### src/srrr_pkg.sv
// Shared types and constants for the selective repeat reorder receiver.
// Used by the controller, the datapath and the top level; depends on nothing.
`default_nettype none

package srrr_pkg;

   localparam int SEQ_W   = 32;
   localparam int SIZE_W  = 16;
   localparam int HANDLE_W = 16;
   localparam int BYTES_W = 25;
   localparam int REQ_DATA_W = 64;
   localparam int RSP_DATA_W = 96;

   localparam logic [BYTES_W-1:0] LIMIT_RESET = 25'd1048576;

   typedef enum logic [1:0] {
      KIND_DELIVER  = 2'd0,
      KIND_ACK      = 2'd1,
      KIND_FINACK   = 2'd2,
      KIND_BATCHEND = 2'd3
   } kind_type;

   // Commands from the controller to the datapath.
   typedef struct packed {
      logic     load;        // latch the accepted packet descriptor
      logic     store;       // write the packet into its ring slot
      logic     emit;        // load the result register
      kind_type emit_kind;
      logic     emit_last;
      logic     advance;     // retire the head slot and move the window
      logic     clr_bytes;   // restart the batch byte count
      logic     set_closed;
   } cmd_type;

   // Status from the datapath to the controller.
   typedef struct packed {
      logic closed;
      logic is_fin;
      logic store_ok;
      logic head_full;
      logic over_limit;
      logic out_free;
   } status_type;

endpackage

`default_nettype wire

### src/srrr_ctrl.sv
// Controller state machine of the selective repeat reorder receiver.
// Sequences classify, store, drain and result emission; uses srrr_pkg.
`default_nettype none

module srrr_ctrl
   import srrr_pkg::*;
(
   input  wire logic       clock,
   input  wire logic       reset,
   input  wire logic       req_tvalid,
   output logic            req_tready,
   input  wire status_type status,
   output cmd_type         cmd
);

   typedef enum logic [5:0] {
      S_IDLE    = 6'b000001,
      S_CLASS   = 6'b000010,
      S_READ    = 6'b000100,
      S_CHECK   = 6'b001000,
      S_FIN_ACK = 6'b010000,
      S_FIN_END = 6'b100000
   } state_type;

   state_type state_ff;
   state_type state_in;

   assign req_tready = (state_ff == S_IDLE);

   always_comb begin
      state_in       = state_ff;
      cmd            = '0;
      cmd.emit_kind  = KIND_ACK;
      unique case (state_ff)
         S_IDLE: begin
            if (req_tvalid) begin
               cmd.load = 1'b1;
               // A closed receiver takes transfers and drops them.
               if (!status.closed) begin
                  state_in = S_CLASS;
               end
            end
         end
         S_CLASS: begin
            if (status.is_fin) begin
               state_in = S_FIN_ACK;
            end else begin
               cmd.store = status.store_ok;
               state_in  = S_READ;
            end
         end
         S_READ: begin
            // The head slot's memory word is registered into rd_ff and is valid in S_CHECK.
            state_in = S_CHECK;
         end
         S_CHECK: begin
            if (status.out_free) begin
               cmd.emit = 1'b1;
               priority if (status.head_full && !status.over_limit) begin
                  cmd.emit_kind = KIND_DELIVER;
                  cmd.advance   = 1'b1;
                  state_in      = S_READ;
               end else if (status.head_full) begin
                  cmd.emit_kind = KIND_BATCHEND;
                  cmd.emit_last = 1'b1;
                  cmd.clr_bytes = 1'b1;
                  state_in      = S_IDLE;
               end else begin
                  cmd.emit_kind = KIND_ACK;
                  cmd.emit_last = 1'b1;
                  state_in      = S_IDLE;
               end
            end
         end
         S_FIN_ACK: begin
            if (status.out_free) begin
               cmd.emit      = 1'b1;
               cmd.emit_kind = KIND_FINACK;
               state_in      = S_FIN_END;
            end
         end
         S_FIN_END: begin
            if (status.out_free) begin
               cmd.emit       = 1'b1;
               cmd.emit_kind  = KIND_BATCHEND;
               cmd.emit_last  = 1'b1;
               cmd.clr_bytes  = 1'b1;
               cmd.set_closed = 1'b1;
               state_in       = S_IDLE;
            end
         end
         default: begin
            state_in = S_IDLE;
         end
      endcase
   end

   always_ff @(posedge clock) begin
      if (reset) begin
         state_ff <= S_IDLE;
      end else begin
         state_ff <= state_in;
      end
   end

endmodule

`default_nettype wire

### src/srrr_dp.sv
// Datapath of the selective repeat reorder receiver: window registers, slot
// flags, the slot memory, batch counter and the result register. Uses srrr_pkg.
`default_nettype none

module srrr_dp
   import srrr_pkg::*;
#(
   parameter int SLOTS = 32
) (
   input  wire logic                  clock,
   input  wire logic                  reset,
   input  wire cmd_type               cmd,
   output status_type                 status,
   input  wire logic [REQ_DATA_W-1:0] req_tdata,
   input  wire logic                  csr_wen,
   input  wire logic [BYTES_W-1:0]    csr_wdata,
   output logic                       rsp_tvalid,
   input  wire logic                  rsp_tready,
   output logic [RSP_DATA_W-1:0]      rsp_tdata,
   output logic [1:0]                 rsp_tuser,
   output logic                       rsp_tlast
);

   localparam int IdxW = $clog2(SLOTS);
   localparam logic [SEQ_W-1:0] SlotsSeq = SEQ_W'(SLOTS);
   localparam logic [IdxW:0]    SlotsIdx = (IdxW + 1)'(SLOTS);
   localparam logic [IdxW-1:0]  HeadLast = IdxW'(SLOTS - 1);
   localparam int EntryW = SIZE_W + HANDLE_W;

   // Packet descriptor under classification.
   logic [SEQ_W-1:0]    seq_ff;
   logic [SIZE_W-1:0]   size_ff;
   logic [HANDLE_W-1:0] handle_ff;
   logic [SEQ_W-1:0]    diff_ff;
   logic                ge_ff;

   logic [SEQ_W-1:0]   base_ff, base_in;
   logic [IdxW-1:0]    head_ff, head_in;
   logic [BYTES_W-1:0] bytes_ff, bytes_in;
   logic [BYTES_W-1:0] limit_ff, limit_in;
   logic               closed_ff, closed_in;
   logic [SLOTS-1:0]   full_ff, full_in;

   logic [EntryW-1:0] slot_mem [SLOTS];
   logic [EntryW-1:0] rd_ff;

   logic                  rsp_valid_ff, rsp_valid_in;
   logic [RSP_DATA_W-1:0] rsp_data_ff, rsp_data_in;
   logic [1:0]            rsp_kind_ff, rsp_kind_in;
   logic                  rsp_last_ff, rsp_last_in;

   logic [IdxW:0]      store_sum, store_wrap;
   logic [IdxW-1:0]    store_idx;
   logic               in_window;
   logic [SIZE_W-1:0]  rd_size;
   logic [HANDLE_W-1:0] rd_handle;
   logic [BYTES_W:0]   bytes_sum;
   logic [SEQ_W-1:0]   out_number;
   logic [SIZE_W-1:0]  out_size;
   logic [HANDLE_W-1:0] out_handle;
   logic [BYTES_W-1:0] out_total;

   // Ring slot at the packet's offset from the head, wrapped once.
   assign store_sum  = {1'b0, head_ff} + {1'b0, diff_ff[IdxW-1:0]};
   assign store_wrap = store_sum - SlotsIdx;
   assign store_idx  = (store_sum >= SlotsIdx) ? store_wrap[IdxW-1:0]
                                               : store_sum[IdxW-1:0];
   assign in_window  = ge_ff && (diff_ff < SlotsSeq);

   assign rd_size   = rd_ff[EntryW-1:HANDLE_W];
   assign rd_handle = rd_ff[HANDLE_W-1:0];
   assign bytes_sum = {1'b0, bytes_ff} + (BYTES_W + 1)'(rd_size);

   always_comb begin
      status.closed     = closed_ff;
      status.is_fin     = !ge_ff && (seq_ff == '0);
      status.store_ok   = in_window && !full_ff[store_idx];
      status.head_full  = full_ff[head_ff];
      status.over_limit = bytes_sum > {1'b0, limit_ff};
      status.out_free   = !rsp_valid_ff || rsp_tready;
   end

   always_comb begin
      base_in   = base_ff;
      head_in   = head_ff;
      bytes_in  = bytes_ff;
      full_in   = full_ff;
      closed_in = closed_ff || cmd.set_closed;
      limit_in  = csr_wen ? csr_wdata : limit_ff;
      if (cmd.store) begin
         full_in[store_idx] = 1'b1;
      end
      if (cmd.advance) begin
         full_in[head_ff] = 1'b0;
         base_in  = base_ff + SEQ_W'(1);
         head_in  = (head_ff == HeadLast) ? '0 : head_ff + IdxW'(1);
         bytes_in = bytes_sum[BYTES_W-1:0];
      end
      if (cmd.clr_bytes) begin
         bytes_in = '0;
      end
   end

   always_comb begin
      out_number = '0;
      out_size   = '0;
      out_handle = '0;
      out_total  = '0;
      unique case (cmd.emit_kind)
         KIND_DELIVER: begin
            out_number = base_ff;
            out_size   = rd_size;
            out_handle = rd_handle;
         end
         KIND_ACK: begin
            out_number = base_ff - SEQ_W'(1);
         end
         KIND_FINACK: begin
            out_number = '0;
         end
         KIND_BATCHEND: begin
            out_total = bytes_ff;
         end
         default: begin
            out_number = '0;
         end
      endcase
   end

   always_comb begin
      rsp_valid_in = rsp_valid_ff && !rsp_tready;
      rsp_data_in  = rsp_data_ff;
      rsp_kind_in  = rsp_kind_ff;
      rsp_last_in  = rsp_last_ff;
      if (cmd.emit) begin
         rsp_valid_in = 1'b1;
         rsp_data_in  = {7'd0, out_total, out_handle, out_size, out_number};
         rsp_kind_in  = cmd.emit_kind;
         rsp_last_in  = cmd.emit_last;
      end
   end

   always_ff @(posedge clock) begin
      if (reset) begin
         base_ff      <= SEQ_W'(1);
         head_ff      <= '0;
         bytes_ff     <= '0;
         limit_ff     <= LIMIT_RESET;
         closed_ff    <= 1'b0;
         full_ff      <= '0;
         rsp_valid_ff <= 1'b0;
      end else begin
         base_ff      <= base_in;
         head_ff      <= head_in;
         bytes_ff     <= bytes_in;
         limit_ff     <= limit_in;
         closed_ff    <= closed_in;
         full_ff      <= full_in;
         rsp_valid_ff <= rsp_valid_in;
      end
   end

   always_ff @(posedge clock) begin
      if (cmd.load) begin
         seq_ff    <= req_tdata[SEQ_W-1:0];
         size_ff   <= req_tdata[SEQ_W+SIZE_W-1:SEQ_W];
         handle_ff <= req_tdata[REQ_DATA_W-1:SEQ_W+SIZE_W];
         diff_ff   <= req_tdata[SEQ_W-1:0] - base_ff;
         ge_ff     <= req_tdata[SEQ_W-1:0] >= base_ff;
      end
      rsp_data_ff <= rsp_data_in;
      rsp_kind_ff <= rsp_kind_in;
      rsp_last_ff <= rsp_last_in;
   end

   // Slot memory: one write port at the store slot, one read port at the head.
   always_ff @(posedge clock) begin
      if (cmd.store) begin
         slot_mem[store_idx] <= {size_ff, handle_ff};
      end
      rd_ff <= slot_mem[head_ff];
   end

   assign rsp_tvalid = rsp_valid_ff;
   assign rsp_tdata  = rsp_data_ff;
   assign rsp_tuser  = rsp_kind_ff;
   assign rsp_tlast  = rsp_last_ff;

endmodule

`default_nettype wire

### src/selective_repeat_reorder_receiver.sv
// Top level of the selective repeat reorder receiver.
// Joins srrr_ctrl and srrr_dp; uses srrr_pkg.
//
// Each transfer on req carries one packet descriptor. A packet inside the
// receive window is stored in its ring slot; sequence number 0 below the window
// is FIN and answers with a fin ack and a batch end, after which the receiver is
// closed and drops every later transfer. Otherwise in-order stored packets are
// delivered and a cumulative ack closes the run; a delivery that would pass the
// batch byte limit gives a batch end instead and stays stored. A non-FIN item
// passes the classify, read and check states; every delivery goes back to read
// the head slot from the registered slot memory before it is checked, and a
// stalled rsp side holds the check until the result register is free. A closed
// receiver takes a transfer every cycle. The result register lets the next
// packet be accepted while the last result is still waiting.
`default_nettype none

module selective_repeat_reorder_receiver
   import srrr_pkg::*;
#(
   parameter int SLOTS = 32
) (
   input  wire logic                  clock,
   input  wire logic                  reset,
   // req_tdata: seq_number[31:0], payload_size[47:32], payload_handle[63:48]
   input  wire logic                  req_tvalid,
   output logic                       req_tready,
   input  wire logic [REQ_DATA_W-1:0] req_tdata,
   input  wire logic                  csr_wen,
   input  wire logic [BYTES_W-1:0]    csr_wdata,
   // rsp_tdata: number_out[31:0], size_out[47:32], handle_out[63:48],
   //            batch_total[88:64], zero fill above
   output logic                       rsp_tvalid,
   input  wire logic                  rsp_tready,
   output logic [RSP_DATA_W-1:0]      rsp_tdata,
   // rsp_tuser: result_kind[1:0]
   output logic [1:0]                 rsp_tuser,
   output logic                       rsp_tlast
);

   cmd_type    ctrl_cmd;
   status_type dp_status;

   srrr_ctrl u_ctrl (
      .clock      (clock),
      .reset      (reset),
      .req_tvalid (req_tvalid),
      .req_tready (req_tready),
      .status     (dp_status),
      .cmd        (ctrl_cmd)
   );

   srrr_dp #(
      .SLOTS (SLOTS)
   ) u_dp (
      .clock      (clock),
      .reset      (reset),
      .cmd        (ctrl_cmd),
      .status     (dp_status),
      .req_tdata  (req_tdata),
      .csr_wen    (csr_wen),
      .csr_wdata  (csr_wdata),
      .rsp_tvalid (rsp_tvalid),
      .rsp_tready (rsp_tready),
      .rsp_tdata  (rsp_tdata),
      .rsp_tuser  (rsp_tuser),
      .rsp_tlast  (rsp_tlast)
   );

   // A result never overwrites one that is still waiting.
   a_emit_free: assert property (@(posedge clock) disable iff (reset)
      ctrl_cmd.emit |-> dp_status.out_free)
      else $error("result emitted while the result register is occupied");

   // Once closed, the receiver produces no further results.
   a_closed_quiet: assert property (@(posedge clock) disable iff (reset)
      dp_status.closed |-> !ctrl_cmd.emit)
      else $error("result emitted after FIN closed the receiver");

   // The window moves only together with a delivery.
   a_advance_deliver: assert property (@(posedge clock) disable iff (reset)
      ctrl_cmd.advance |-> ctrl_cmd.emit && (ctrl_cmd.emit_kind == KIND_DELIVER))
      else $error("window advanced without a delivery");

endmodule

`default_nettype wire
### config.mk
export PLATFORM = sky130hd
export DESIGN_NAME = selective_repeat_reorder_receiver
export DESIGN_NICKNAME = d
export VERILOG_FILES = /design/src/srrr_pkg.sv /design/src/srrr_ctrl.sv /design/src/srrr_dp.sv /design/src/selective_repeat_reorder_receiver.sv
export SDC_FILE = /design/constraint.sdc
export NUM_CORES = 2
export LEC_CHECK = 0
export BUFFER_PORTS_ARGS = -buffer_cell sky130_fd_sc_hd__buf_2
export CORE_UTILIZATION = 50
export CTS_BUF_LIST = sky130_fd_sc_hd__clkbuf_4 sky130_fd_sc_hd__clkbuf_8
export DETAILED_ROUTE_END_ITERATION = 8
export PLACE_DENSITY = 0.68
export SYNTH_ARGS = -nofsm -noshare
export SYNTH_HDL_FRONTEND = slang
export SYNTH_SLANG_ARGS = --single-unit
### constraint.sdc
create_clock -name clock -period 13.3 [get_ports clock]
set_input_delay 1.33 -clock clock [delete_from_list [all_inputs] [get_ports clock]]
set_output_delay 1.33 -clock clock [all_outputs]
set_load 0.1 [all_outputs]
==> results_dict.tcl <==
set metrics [dict create \
    globalRoute.totalOverflow 0 \
    synth_edf_count 1213 \
    drt_iter0_drc 3328 \
    synth_top_area_share_pct 65.5 \
    cts_root_buffer "clkbuf_8" \
    setup-tns-final_ns 0 \
    ys_types 84 \
    combPwrFrac_pct 2.3 \
    grt_pass1_wl_um 203000 \
    arrival_ns 6.97 \
    crit_fanout 33 \
    clock_path_buffers 3 \
    seqPwrFrac_pct 56.2 \
    cp-start-kind "register" \
    ys_ff_latch 1372 \
    p_leak_nw 19.9 \
    worst_pin_slew_ns 1.23 \
    post_route_cells_drive_above_1_share_pct 25.5 \
    num_io_pins 195 \
    synthTopCellsByArea "edfxtp_1 65%, mux4_2 11%, dfxtp_1 5.7%" \
    drtAntennaViolNets 0 \
    slowest_stage "nand2_1" \
    ir_drop_uv 95.3 \
    numClockSinks 1372 \
    path_class "register to register" \
    die_h_um 336 \
    p_sw_mw 1.89 \
    synth_cells 3219 \
    grt_max_degree 110 \
    yosysTopAreaCell "edfxtp_1" \
    synth_ff_type "edfxtp_1" \
    cp.required_ns 13.95 \
    netlist_area_mm2 0.0556 \
    die_w_um 336 \
    syn_area_per_cell_um2 17.3 \
    grt_pass1_vias 30965 \
    routabilityCongestion 0.863 \
    yosysWarnings 0 \
    port_buffers 187 \
    core-area_mm2 0.110 \
    fin_crit_ns 6.32 \
    place_ws_ns 7.07 \
    post-route-util_pct 57.4 \
    nNetsFinal 3699 \
    fin_skew_ns 0.0417 \
    wl_per_cell_um 26.8 \
    ctsHoldBuffers 0 \
    powerDensity_mw_per_mm2 139 \
    internal_power_mw 6.84 \
    rsz0062_at_grt "false" \
    yosysSeqAreaShare_pct 71.2 \
    vias_per_cell 6.06 \
    hp-class "register to register" \
    netSwitchingFraction_pct 21.7 \
    cts_setup_buffers 0 \
    num_vias 31393 \
    cts_resized 0 \
    initial_core_util_pct 50.7 \
    hold_viol_final 0 \
    clkTransAtPathRegs_ns 0.07 \
    fmax_mhz 158 \
    hpwl_um 80400 \
    clkPwrFrac_pct 41.5 \
    worstSkewPairLatency_ns 0.89 \
    design.die.area_mm2 0.113 \
    globalRouteTotalUtil_pct 24.8 \
    cts-buffers-inserted 211 \
    grt_antenna_before_repair 2 \
    cp_cell_sequence "ha_1 -> inv_1 -> fa_1 -> nor2b_1 -> o21a_1 -> o21ai_0 -> a21oi_1 -> a2bb2oi_1 -> a21oi_1 -> a211o_1 -> nor2_1 -> xor2_1 -> ha_1 -> nand4_1 -> nor4_1 -> nand2_1 -> nand3_1 -> a31oi_1 -> a211oi_4 -> buf_4 -> nand2_1 -> o31ai_1" \
    finalSetupViolations 0 \
    htreeDepth 4 \
    fill_cells 8418 \
    rows 121 \
    cap_violations 0 \
    cp_slowest_stage_delay_ns 0.71 \
    drc 0 \
    postSynth.asyncResetShare_pct 0 \
    slew_violations 0 \
    drt_first_pass_iters 7 \
    cts_tree "done" \
    routed_wl_um 139000 \
    area_growth_pct 13.2 \
    slew_headroom_pct 18.1 \
    fin_ws_ns 6.98 \
    status "finished clean" \
    crit_path_end_kind "register" \
    timing.final.crit_share_pct 47.5 \
]
sequential cells by signal, indices dropped and copies added (netlist names):
register	count
u_dp.head_ff	5
u_ctrl.state_ff	6
u_dp.limit_ff	25
u_dp.handle_ff	16
u_dp.rsp_tvalid	1
u_dp.base_ff	32
u_dp.closed_ff	1
u_dp.rsp_tlast	1
u_dp.diff_ff	32
u_dp.rsp_tdata	89
u_dp.rsp_tuser	2
u_dp.full_ff	32
u_dp.size_ff	16
u_dp.seq_ff	32
u_dp.bytes_ff	25
u_dp.ge_ff	1
u_dp.rd_ff	32
u_dp.slot_mem	1024
layout by cell type (no fill, tap or decap), types with 8 or more instances in the layout:
master / n
nand3_1: 38
ha_1: 84
a22oi_1: 128
clkinv_1: 40
mux4_2: 265
dfxtp_1: 157
a211oi_1: 11
o21ai_0: 32
nor2_4: 34
a21oi_1: 164
nor2b_1: 33
a31oi_1: 13
nand4_1: 72
nor2_1: 95
a311oi_1: 34
xnor2_1: 36
buf_2: 186
clkbuf_4: 80
and4_1: 8
or3_1: 24
clkbuf_8: 231
clkinv_2: 23
buf_4: 65
and2_1: 44
nand2b_1: 9
mux2i_1: 35
o21a_1: 19
o31ai_1: 35
a31o_1: 13
inv_1: 91
a21o_1: 34
or4_1: 34
and3_1: 11
xor2_1: 19
nor3_1: 26
nand2_1: 97
edfxtp_1: 1213
nor4_1: 23
area by class of cell:
cell class | instances | area [um^2] | share of cell area (%)
multi-input combinational | 1590 | 15300 | 24.3
timing repair buffer | 252 | 1440 | 2.29
tap | 1476 | 1850 | 2.93
sequential | 1372 | 39600 | 62.9
clock buffer | 311 | 3780 | 6.00
antenna | 2 | 5.00 | 0.00795
inverter | 91 | 342 | 0.542
clock inverter | 84 | 659 | 1.05
power by group through the flow:
stage / registers (mW) / clock network (mW) / logic, mW
after CTS: 4.91 / 3.69 / 0.201
final: 4.91 / 3.62 / 0.199
after global routing: 4.92 / 3.87 / 0.216
after floorplan: 4.96 / 0 / 0.127
after detailed placement: 5.00 / 0 / 0.199
after global placement: 5.00 / 0 / 0.198
cells in the mapped netlist (36+ instances only):
master       n
nor2_1     129
edfxtp_1  1213
a22oi_1    128
nand3_1     38
buf_1       36
dfxtp_1    159
nand4_1     72
ha_1        84
nand2_1     97
inv_1       91
and2_1      45
clkbuf_1   105
a21oi_1    164
xnor2_1     36
mux4_2     265
path summary, 6_finish.rpt:
path,slack (ns),end,cells after the start,start
min reg2reg,0.46,u_dp.closed_ff,2,u_dp.closed_ff
min,0.46,u_dp.closed_ff,2,u_dp.closed_ff
max,6.98,u_dp.rsp_tdata[1],22,u_dp.bytes_ff[0]
max reg2reg,6.98,u_dp.rsp_tdata[1],22,u_dp.bytes_ff[0]
through the flow:
step                power [mW]  cells  hold slack [ns]  cell area (um^2)
finish                    8.73   5178            0.464             63000
global route              9.01   5177            0.484             63000
CTS                       8.80   5176            0.465             63000
detailed placement        5.20   4781            0.455             58500
global placement          5.19   4781            0.440             58500
floorplan                 5.09   3225            0.431             55600
per-layer routing:
layer	routed length [um]	GRT usage (%)	part of all wire (%)
met1	56500	33.9	41
met2	67400	40.3	49
met3	11000	4.72	7.9
met4	3930	8.38	2.8
met5	8	0	0.0058
critical path: cells and delay by family (launching register included):
family	cells	cell delay [ns]
fa+ha+maj	3	0.94
buf+inv	2	0.41
simple gates	7	1.86
flops	1	0.35
xor+xnor	1	0.09
compound gates	9	2.43
logic make-up after synthesis:
logic type / count (synthesis) / share of synthesized area, %
and+or+nand+nor: 593 / 5.87
DFF: 1372 / 71.2
xor gates and xnor gates: 55 / 0.866
buffers and inverters: 263 / 1.89
muxes: 307 / 11.5
other: 1 / 0.00674
AOI/OAI and AO/OA: 541 / 6.62
adders and majority gates: 87 / 2.00
(Power assumes the default switching activity.)
